==> config.mk <==
export PLATFORM = sky130hd
export DESIGN_NAME = mnemonic_index_encoder_top_flat
export DESIGN_NICKNAME = d
export VERILOG_FILES = /design/src/hdl/mie_pkg.sv /design/src/hdl/mie_if.sv /design/src/hdl/mie_sha_core.sv /design/src/hdl/mie_emit.sv /design/src/hdl/mnemonic_index_encoder_top.sv /design/src/flat_wrapper.sv
export SDC_FILE = /design/constraint.sdc
export NUM_CORES = 2
export LEC_CHECK = 0
export BUFFER_PORTS_ARGS = -buffer_cell sky130_fd_sc_hd__buf_2
export CAP_MARGIN = 15
export CELL_PAD_IN_SITES_DETAIL_PLACEMENT = 0
export CELL_PAD_IN_SITES_GLOBAL_PLACEMENT = 2
export CORE_MARGIN = 10
export CORE_UTILIZATION = 45
export CTS_CLUSTER_SIZE = 28
export DETAILED_ROUTE_END_ITERATION = 10
export MAX_ROUTING_LAYER = met4
export PLACE_DENSITY_LB_ADDON = 0.25
export SLEW_MARGIN = 20
export SYNTH_ARGS = -nofsm -noshare
export SYNTH_HDL_FRONTEND = slang
export SYNTH_SLANG_ARGS = --single-unit
==> constraint.sdc <==
create_clock -name i_clk -period 22.5 [get_ports i_clk]
set_clock_uncertainty 0.15 [all_clocks]
set_input_delay 3.375 -clock i_clk [delete_from_list [all_inputs] [get_ports i_clk]]
set_output_delay 3.375 -clock i_clk [all_outputs]
set_load 0.01 [all_outputs]
==> src/hdl/mie_pkg.sv <==
// Shared types and constants for the mnemonic index encoder.
// SHA-256 round constants, initial hash value, a rotate helper and the FSM type.
// No dependencies.
package mie_pkg;

    localparam int WORD_BITS  = 11;
    localparam int CHUNK_BITS = 32;
    localparam int CSUM_BITS  = 8;

    localparam logic [1:0] MODE_128    = 2'd0;
    localparam logic [1:0] MODE_192    = 2'd1;
    localparam logic [1:0] MODE_256    = 2'd2;
    // unused code, behaves as the 256-bit mode
    localparam logic [1:0] MODE_UNUSED = 2'd3;

    localparam logic [3:0] CHUNKS_128 = 4'd4;
    localparam logic [3:0] CHUNKS_192 = 4'd6;
    localparam logic [3:0] CHUNKS_256 = 4'd8;

    localparam logic [31:0] PAD_WORD = 32'h8000_0000;

    typedef enum logic [1:0] {
        ST_IDLE,
        ST_HASH,
        ST_EMIT
    } t_state;

    localparam logic [31:0] SHA_IV [8] = '{
        32'h6a09e667, 32'hbb67ae85, 32'h3c6ef372, 32'ha54ff53a,
        32'h510e527f, 32'h9b05688c, 32'h1f83d9ab, 32'h5be0cd19
    };

    localparam logic [31:0] SHA_K [64] = '{
        32'h428a2f98, 32'h71374491, 32'hb5c0fbcf, 32'he9b5dba5,
        32'h3956c25b, 32'h59f111f1, 32'h923f82a4, 32'hab1c5ed5,
        32'hd807aa98, 32'h12835b01, 32'h243185be, 32'h550c7dc3,
        32'h72be5d74, 32'h80deb1fe, 32'h9bdc06a7, 32'hc19bf174,
        32'he49b69c1, 32'hefbe4786, 32'h0fc19dc6, 32'h240ca1cc,
        32'h2de92c6f, 32'h4a7484aa, 32'h5cb0a9dc, 32'h76f988da,
        32'h983e5152, 32'ha831c66d, 32'hb00327c8, 32'hbf597fc7,
        32'hc6e00bf3, 32'hd5a79147, 32'h06ca6351, 32'h14292967,
        32'h27b70a85, 32'h2e1b2138, 32'h4d2c6dfc, 32'h53380d13,
        32'h650a7354, 32'h766a0abb, 32'h81c2c92e, 32'h92722c85,
        32'ha2bfe8a1, 32'ha81a664b, 32'hc24b8b70, 32'hc76c51a3,
        32'hd192e819, 32'hd6990624, 32'hf40e3585, 32'h106aa070,
        32'h19a4c116, 32'h1e376c08, 32'h2748774c, 32'h34b0bcb5,
        32'h391c0cb3, 32'h4ed8aa4a, 32'h5b9cca4f, 32'h682e6ff3,
        32'h748f82ee, 32'h78a5636f, 32'h84c87814, 32'h8cc70208,
        32'h90befffa, 32'ha4506ceb, 32'hbef9a3f7, 32'hc67178f2
    };

    function automatic logic [31:0] rotr(input logic [31:0] x, input int n);
        return (x >> n) | (x << (32 - n));
    endfunction

endpackage

==> src/hdl/mie_if.sv <==
// Valid/ready channel interfaces for entropy chunks in and word indices out.
// Depends on nothing.
interface mie_in_if;
    logic        valid;
    logic        ready;
    logic [31:0] entropy_chunk;
    modport source (output valid, output entropy_chunk, input ready);
    modport sink   (input valid, input entropy_chunk, output ready);
endinterface

interface mie_out_if;
    logic        valid;
    logic        ready;
    logic [10:0] word_index;
    logic        word_last;
    modport source (output valid, output word_index, output word_last, input ready);
    modport sink   (input valid, input word_index, input word_last, output ready);
endinterface

==> src/hdl/mie_sha_core.sv <==
// Iterative SHA-256 compression: one round per cycle, rounds 0 to 63.
// Depends on mie_pkg; message words 0..15 come in from the caller.
module mie_sha_core (
    input  logic        i_clk,
    input  logic        i_rst_n,
    input  logic        i_start,
    input  logic [31:0] i_msg_word,
    output logic [5:0]  o_round,
    output logic        o_done,
    output logic [7:0]  o_csum
);
    import mie_pkg::*;

    logic [31:0] r_v [8];
    logic [31:0] n_v [8];
    logic [31:0] r_sched [16];
    logic [5:0]  r_round;
    logic        r_busy;
    logic        r_done;
    logic [31:0] w_t, s0, s1, bs0, bs1, ch, mj, t1, t2;
    logic [31:0] digest0;

    // message schedule word for this round
    always_comb begin
        s0 = rotr(r_sched[1], 7) ^ rotr(r_sched[1], 18) ^ (r_sched[1] >> 3);
        s1 = rotr(r_sched[14], 17) ^ rotr(r_sched[14], 19) ^ (r_sched[14] >> 10);
        if (r_round < 6'd16) begin
            w_t = i_msg_word;
        end else begin
            w_t = s1 + r_sched[9] + s0 + r_sched[0];
        end
    end

    // round function
    always_comb begin
        bs1 = rotr(r_v[4], 6) ^ rotr(r_v[4], 11) ^ rotr(r_v[4], 25);
        ch  = (r_v[4] & r_v[5]) ^ (~r_v[4] & r_v[6]);
        t1  = r_v[7] + bs1 + ch + SHA_K[r_round] + w_t;
        bs0 = rotr(r_v[0], 2) ^ rotr(r_v[0], 13) ^ rotr(r_v[0], 22);
        mj  = (r_v[0] & r_v[1]) ^ (r_v[0] & r_v[2]) ^ (r_v[1] & r_v[2]);
        t2  = bs0 + mj;
        n_v[7] = r_v[6];
        n_v[6] = r_v[5];
        n_v[5] = r_v[4];
        n_v[4] = r_v[3] + t1;
        n_v[3] = r_v[2];
        n_v[2] = r_v[1];
        n_v[1] = r_v[0];
        n_v[0] = t1 + t2;
    end

    // working variables and schedule window
    always_ff @(posedge i_clk) begin
        if (i_start) begin
            for (int i = 0; i < 8; i++) r_v[i] <= SHA_IV[i];
        end else if (r_busy) begin
            for (int i = 0; i < 8; i++) r_v[i] <= n_v[i];
            for (int i = 0; i < 15; i++) r_sched[i] <= r_sched[i+1];
            r_sched[15] <= w_t;
        end
    end

    // round sequencer
    always_ff @(posedge i_clk) begin
        if (!i_rst_n) begin
            r_busy  <= 1'b0;
            r_done  <= 1'b0;
            r_round <= '0;
        end else begin
            r_done <= 1'b0;
            if (i_start) begin
                r_busy  <= 1'b1;
                r_round <= '0;
            end else if (r_busy) begin
                r_round <= r_round + 6'd1;
                if (r_round == 6'd63) begin
                    r_busy <= 1'b0;
                    r_done <= 1'b1;
                end
            end
        end
    end

    // only the top byte of the first digest word is used
    assign digest0 = SHA_IV[0] + r_v[0];
    assign o_csum  = digest0[31:24];
    assign o_done  = r_done;
    assign o_round = r_round;

endmodule

==> src/hdl/mie_emit.sv <==
// Word emitter: packs entropy and checksum, shifts out 11-bit indices.
// Depends on mie_pkg and mie_out_if.
module mie_emit #(
    parameter int MAX_CHUNKS = 8
) (
    input  logic        i_clk,
    input  logic        i_rst_n,
    input  logic        i_load,
    input  logic [3:0]  i_need,
    input  logic [31:0] i_store [MAX_CHUNKS],
    input  logic [7:0]  i_csum,
    output logic        o_done,
    mie_out_if.source   o_out
);
    import mie_pkg::*;

    localparam int SRW = MAX_CHUNKS * CHUNK_BITS + CSUM_BITS;

    logic [SRW-1:0] r_sr;
    logic [SRW-1:0] packed_bits;
    logic [4:0]     r_cnt;
    logic           r_valid;
    logic           last;
    logic           take;

    // entropy chunks MSB first, checksum byte right after them
    always_comb begin
        packed_bits = '0;
        for (int i = 0; i < MAX_CHUNKS; i++) begin
            if (i < int'(i_need)) packed_bits[SRW-1-32*i -: 32] = i_store[i];
        end
        packed_bits[SRW-1-32*int'(i_need) -: 8] = i_csum;
    end

    assign last = (r_cnt == 5'(3 * int'(i_need) - 1));
    assign take = r_valid && o_out.ready;

    always_ff @(posedge i_clk) begin
        if (i_load) begin
            r_sr <= packed_bits;
        end else if (take) begin
            r_sr <= r_sr << WORD_BITS;
        end
    end

    always_ff @(posedge i_clk) begin
        if (!i_rst_n) begin
            r_valid <= 1'b0;
            r_cnt   <= '0;
        end else if (i_load) begin
            r_valid <= 1'b1;
            r_cnt   <= '0;
        end else if (take) begin
            r_cnt <= r_cnt + 5'd1;
            if (last) r_valid <= 1'b0;
        end
    end

    assign o_out.valid      = r_valid;
    assign o_out.word_index = r_sr[SRW-1 -: WORD_BITS];
    assign o_out.word_last  = last;
    assign o_done           = take && last;

endmodule

==> src/hdl/mnemonic_index_encoder_top.sv <==
// Top level of the mnemonic index encoder.
// Depends on mie_pkg, mie_if, mie_sha_core and mie_emit.
//
// Usage: entropy arrives on i_in as 32-bit words, most significant first.
// length_mode (i_cfg_wr_data, written when i_cfg_wr_en is high) picks
// 4, 6 or 8 words (code 3 acts as 8), capped at MAX_CHUNKS. Words before
// the last of a mnemonic are taken one per cycle while i_in.ready is high.
// The final word starts one SHA-256 compression in a single round unit,
// one round per cycle; the registered done flag then loads the emitter,
// whose first index is then valid. Then 12, 18 or 24 indices leave on
// o_out, one per cycle while the receiver is ready, last one flagged.
// i_in.ready is low from the final word until the last index is taken.
// A stalled receiver simply holds the current index in the output register.
// Reset (i_rst_n, synchronous) clears the word count, sets mode 0 and
// drops any mnemonic in flight.
module mnemonic_index_encoder_top #(
    parameter int MAX_CHUNKS = 8
) (
    input  logic       i_clk,
    input  logic       i_rst_n,
    input  logic       i_cfg_wr_en,
    input  logic [1:0] i_cfg_wr_data,
    mie_in_if.sink     i_in,
    mie_out_if.source  o_out
);
    import mie_pkg::*;

    localparam int IW = $clog2(MAX_CHUNKS);

    t_state      r_state, n_state;
    logic [1:0]  r_mode;
    logic [3:0]  r_count;
    logic [3:0]  r_need;
    logic [3:0]  need_now;
    logic [3:0]  n_count;
    logic [31:0] r_store [MAX_CHUNKS];
    logic [IW-1:0] wr_idx;
    logic        accept;
    logic        start;
    logic        hash_done;
    logic        emit_done;
    logic [5:0]  round;
    logic [3:0]  tt;
    logic [31:0] msg_word;
    logic [7:0]  csum;

    // config register
    always_ff @(posedge i_clk) begin
        if (!i_rst_n) begin
            r_mode <= MODE_128;
        end else if (i_cfg_wr_en) begin
            r_mode <= i_cfg_wr_data;
        end
    end

    // word count for the current mode, capped by storage
    always_comb begin
        unique case (r_mode)
            MODE_128: need_now = CHUNKS_128;
            MODE_192: need_now = CHUNKS_192;
            default:  need_now = CHUNKS_256;
        endcase
        if (int'(need_now) > MAX_CHUNKS) need_now = 4'(MAX_CHUNKS);
    end

    assign accept  = i_in.valid && i_in.ready;
    assign n_count = r_count + 4'd1;
    assign wr_idx  = (int'(r_count) < MAX_CHUNKS) ? r_count[IW-1:0] : IW'(MAX_CHUNKS - 1);
    assign start   = accept && (n_count >= need_now);

    // entropy storage
    always_ff @(posedge i_clk) begin
        if (accept) r_store[wr_idx] <= i_in.entropy_chunk;
        if (start) r_need <= need_now;
    end

    always_ff @(posedge i_clk) begin
        if (!i_rst_n) begin
            r_count <= '0;
        end else if (start) begin
            r_count <= '0;
        end else if (accept) begin
            r_count <= n_count;
        end
    end

    // padded message word for the first sixteen rounds
    assign tt = round[3:0];
    always_comb begin
        if (tt < r_need) begin
            msg_word = r_store[tt[IW-1:0]];
        end else if (tt == r_need) begin
            msg_word = PAD_WORD;
        end else if (tt == 4'd15) begin
            msg_word = {23'd0, r_need, 5'd0};
        end else begin
            msg_word = '0;
        end
    end

    // sequencer
    always_ff @(posedge i_clk) begin
        if (!i_rst_n) r_state <= ST_IDLE;
        else          r_state <= n_state;
    end

    always_comb begin
        n_state = r_state;
        unique case (r_state)
            ST_IDLE: if (start) n_state = ST_HASH;
            ST_HASH: if (hash_done) n_state = ST_EMIT;
            ST_EMIT: if (emit_done) n_state = ST_IDLE;
            default: n_state = ST_IDLE;
        endcase
    end

    always_comb begin
        i_in.ready = (r_state == ST_IDLE);
    end

    mie_sha_core u_sha (
        .i_clk      (i_clk),
        .i_rst_n    (i_rst_n),
        .i_start    (start),
        .i_msg_word (msg_word),
        .o_round    (round),
        .o_done     (hash_done),
        .o_csum     (csum)
    );

    mie_emit #(.MAX_CHUNKS(MAX_CHUNKS)) u_emit (
        .i_clk   (i_clk),
        .i_rst_n (i_rst_n),
        .i_load  (hash_done),
        .i_need  (r_need),
        .i_store (r_store),
        .i_csum  (csum),
        .o_done  (emit_done),
        .o_out   (o_out)
    );

endmodule
==> src/flat_wrapper.sv <==
// flat-port wrapper written by rule: the top's interface ports become plain ports
module mnemonic_index_encoder_top_flat import mie_pkg::*;
#(
    parameter int MAX_CHUNKS = 8
)
  (i_clk, i_rst_n, i_cfg_wr_en, i_cfg_wr_data, i_in_valid, i_in_entropy_chunk, i_in_ready, o_out_valid, o_out_word_index, o_out_word_last, o_out_ready);
  mie_in_if i_in_i ();
  mie_out_if o_out_i ();
  input  logic i_clk;
  input  logic i_rst_n;
  input  logic i_cfg_wr_en;
  input  logic [1:0] i_cfg_wr_data;
  input wire logic [$bits(i_in_i.valid)-1:0] i_in_valid;
  input wire logic [$bits(i_in_i.entropy_chunk)-1:0] i_in_entropy_chunk;
  output wire logic [$bits(i_in_i.ready)-1:0] i_in_ready;
  output wire logic [$bits(o_out_i.valid)-1:0] o_out_valid;
  output wire logic [$bits(o_out_i.word_index)-1:0] o_out_word_index;
  output wire logic [$bits(o_out_i.word_last)-1:0] o_out_word_last;
  input wire logic [$bits(o_out_i.ready)-1:0] o_out_ready;
  assign i_in_i.valid = i_in_valid;
  assign i_in_i.entropy_chunk = i_in_entropy_chunk;
  assign i_in_ready = i_in_i.ready;
  assign o_out_valid = o_out_i.valid;
  assign o_out_word_index = o_out_i.word_index;
  assign o_out_word_last = o_out_i.word_last;
  assign o_out_i.ready = o_out_ready;
  mnemonic_index_encoder_top #(.MAX_CHUNKS(MAX_CHUNKS)) u_core (.i_clk(i_clk), .i_rst_n(i_rst_n), .i_cfg_wr_en(i_cfg_wr_en), .i_cfg_wr_data(i_cfg_wr_data), .i_in(i_in_i), .o_out(o_out_i));
endmodule
==> reports/summary.txt <==
Most used cell, CP = fa_1
Synth Cell Area = 63400 um^2
Critical Path RT = 22.83 ns
DRC Markers = 0
Crit end category = flop
FF-to-FF path depth = 42
Slew Viols, Final = 0
Layout area overhead = 10.6%
Vias in the first global route = 36700
Sequential area share after synthesis = 0.618
Largest net degree at the start of global routing = 161
Postcts setup bufs = 0
Share of cells above drive strength 1 = 0.123
Placer Congestion = 0.923
Crit-path max cell delay = 0.56 ns
Post-layout instance area = 70200 um^2
Hold worst-path end = u_core.u_sha.r_sched[0][193]
# setup viols final = 0
Worst r2r src = u_core.u_sha.r_sched[0][37]
Cell with the largest stage delay on the worst path = fa_1
Die area = 156000 um^2
Post-synth EDFFs = 1291
Synthesis warning total = 0
Nature of the critical path startpoint = flop
Ys flop type = edfxtp_1
Starting Density = 0.454
CTS tree = done
Fillers = 12100
Placed insts = 6229
Post-CTS resize count = 0
Via count = 36900
Minimum clock period = 11.19 ns
CTS clk-pin slew, worst paths = 0.06 ns
Global Route Usage Sum = 0.228
Clock Path Buffers = 3
Post-CTS Hold Fix Bufs = 0
CTS buffer count = 143
TritonCTS Sinks = 1313
HP Start = u_core.u_sha.r_sched[0][225]
FF+latch count, synth = 1313
Pre-Repair DR Iteration Count = 5
DR iter-0 viols = 3805
Clock Tree Root = clkbuf_16
Post-Syn Instances = 4500
Nets@finish = 4882
Synthesized Nets = 4884
CP Max Fanout = 5
Multi-input logic area = 22300 um^2
Grt total ovfl = 0
CP arrival = 11.52 ns
DRT antenna net count = 0
RSZ-0062 raised after global routing = no
Die W = 395 um
Clk Latency, worst-skew pair = 0.76 ns
FF/Latch Area = 39200 um^2
WL final = 175 mm
HP Class = reg -> reg
Core footprint = 140000 um^2
First-pass GRT wire length = 258 mm
Final HPWL DP = 122 mm
Via/cell ratio = 5.69
Worst R2R End = u_core.u_sha.r_v[0][31]
H-tree levels = 4
Synth unique cells = 87
Final TNS setup = 0 ns
F_max = 89.3 MHz
Die Ht = 395 um
Initial antenna violation count = 7
Hold path depth = 0
DP Area = 65700 um^2
Setup slack, reg-to-reg = 11.31 ns
Worst slew pin tran = 1.10 ns
Max Cap Viol = 0
FP Rows = 137
Fin cells = 6481
Outcome = completed
Top-level port count = 53
Slew headroom = 0.261
Final period utilization = 0.498
Synth Area per Inst = 14.1 um^2
Input/output buffers = 52
Final Hold Vio Count = 0
Async SR Flop Fraction = 0
Avg WL per Cell = 27.0 um
Worst Setup Path Type = reg -> reg
[registers in the layout, summed over array words and instances (netlist names)]
| name | count |
|---|---|
| u_core.u_sha.r_sched | 512 |
| u_core.u_emit.r_sr | 264 |
| u_core.u_sha.o_round | 6 |
| u_core.r_count | 4 |
| u_core.u_emit.r_cnt | 5 |
| u_core.r_mode | 2 |
| u_core.r_store | 256 |
| u_core.u_sha.r_v | 256 |
| u_core.r_state | 2 |
| u_core.r_need | 3 |
| u_core.u_emit.o_out.valid | 1 |
| u_core.u_sha.o_done | 1 |
| u_core.u_sha.r_busy | 1 |
[cells in the mapped netlist, types with 19 or more instances]
library cell	instances	area, um^2
edfxtp_1	1291	38800
xnor2_1	282	2470
inv_1	267	1000
nand2_1	236	886
clkbuf_1	215	807
nor2_1	205	769
a21oi_1	191	956
fa_1	187	3740
ha_1	158	1980
a22o_1	155	1360
o21ai_0	139	696
or2_2	117	732
xor2_1	108	946
a21o_1	76	571
and2_1	68	425
mux4_2	68	1530
o2bb2ai_1	68	596
nor2b_1	63	394
mux2i_1	44	440
nand3_1	42	210
nor3_1	36	180
a31oi_1	33	206
buf_1	33	124
and3_1	31	194
o22ai_1	30	188
nand2b_1	28	175
mux2_2	24	270
dfxtp_1	22	440
o21a_1	20	150
a221oi_1	19	166
[worst max-delay path: cells and delay by family (launching register included)]
| family | cells | cell delay, ns |
|---|---|---|
| AO/OA/AOI/OAI | 15 | 3.63 |
| buffers and inverters | 4 | 0.22 |
| XOR/XNOR | 6 | 1.42 |
| flip-flops | 1 | 0.51 |
| adder cells (fa/ha/maj) | 9 | 4.11 |
| AND/OR/NAND/NOR | 8 | 0.85 |
[routing by layer]
| metal | GRT usage | part of all wire | up-vias |
|---|---|---|---|
| met3 | 0.0367 | 0.064 | 202 |
| met2 | 0.336 | 0.45 | 1270 |
| met4 | 0.0469 | 0.019 | 0 |
| met1 | 0.334 | 0.47 | 18900 |
| met5 | - | 0 | - |
| li1 | - | - | 16500 |
[logic make-up after synthesis]
| family | count (synthesis) | synth area share |
|---|---|---|
| flops | 1313 | 0.618 |
| compound gates | 889 | 0.0992 |
| fa+ha+maj | 358 | 0.0922 |
| xor+xnor | 391 | 0.0541 |
| buf+inv | 536 | 0.0325 |
| simple gates | 877 | 0.0684 |
| mux | 136 | 0.0354 |
[cell type report]
type / instances / share of cell area
Antenna cell: 2 / 0.0000713
Timing Repair Buffer: 117 / 0.0111
Tap cell: 1876 / 0.0335
Clock inverter: 72 / 0.0101
Inverter: 272 / 0.0148
Clock buffer: 178 / 0.0538
Sequential cell: 1313 / 0.559
Multi-Input combinational cell: 2651 / 0.318
[worst max path at each step]
stage                                     start                         end  cells after the start
floorplan                            i_in_valid  u_core.u_sha.r_sched[0][0]                      5
global placement    u_core.u_sha.r_sched[0][37]     u_core.u_sha.r_v[0][31]                     43
detailed placement  u_core.u_sha.r_sched[0][37]     u_core.u_sha.r_v[0][31]                     43
CTS                 u_core.u_sha.r_sched[0][37]     u_core.u_sha.r_v[0][31]                     43
global route        u_core.u_sha.r_sched[0][37]     u_core.u_sha.r_v[0][31]                     43
finish              u_core.u_sha.r_sched[0][37]     u_core.u_sha.r_v[0][31]                     42
[cells in the final DEF, fill, tap and decap left out, drive strengths merged, types with 63 or more instances in the layout]
master   Yosys  layout
xnor2      282     282
edfxtp    1291    1291
a21o        76      76
mux4        68      68
xor2       109     109
and2        68      68
ha         158     158
inv        268     275
o2bb2ai     68      68
or2        117     117
a22o       155     155
o21ai      147     147
buf         49     117
nor2       206     206
clkbuf     215     178
nand2      236     236
fa         187     187
nor2b       63      63
a21oi      193     193
[through the flow]
stage	setup WS (ns)	hold slack [ns]	utilization
6_report	11.31	0.254	0.502
5_1_grt	10.74	0.267	0.502
4_1_cts	11.33	0.263	0.502
3_5_place_dp	11.43	0.255	0.470
3_3_place_gp	11.36	0.250	0.470
2_1_floorplan	3.19	0.250	-
Power is not shown: default switching activity piles up to over one toggle a cycle in this logic, so the estimate is an artifact.
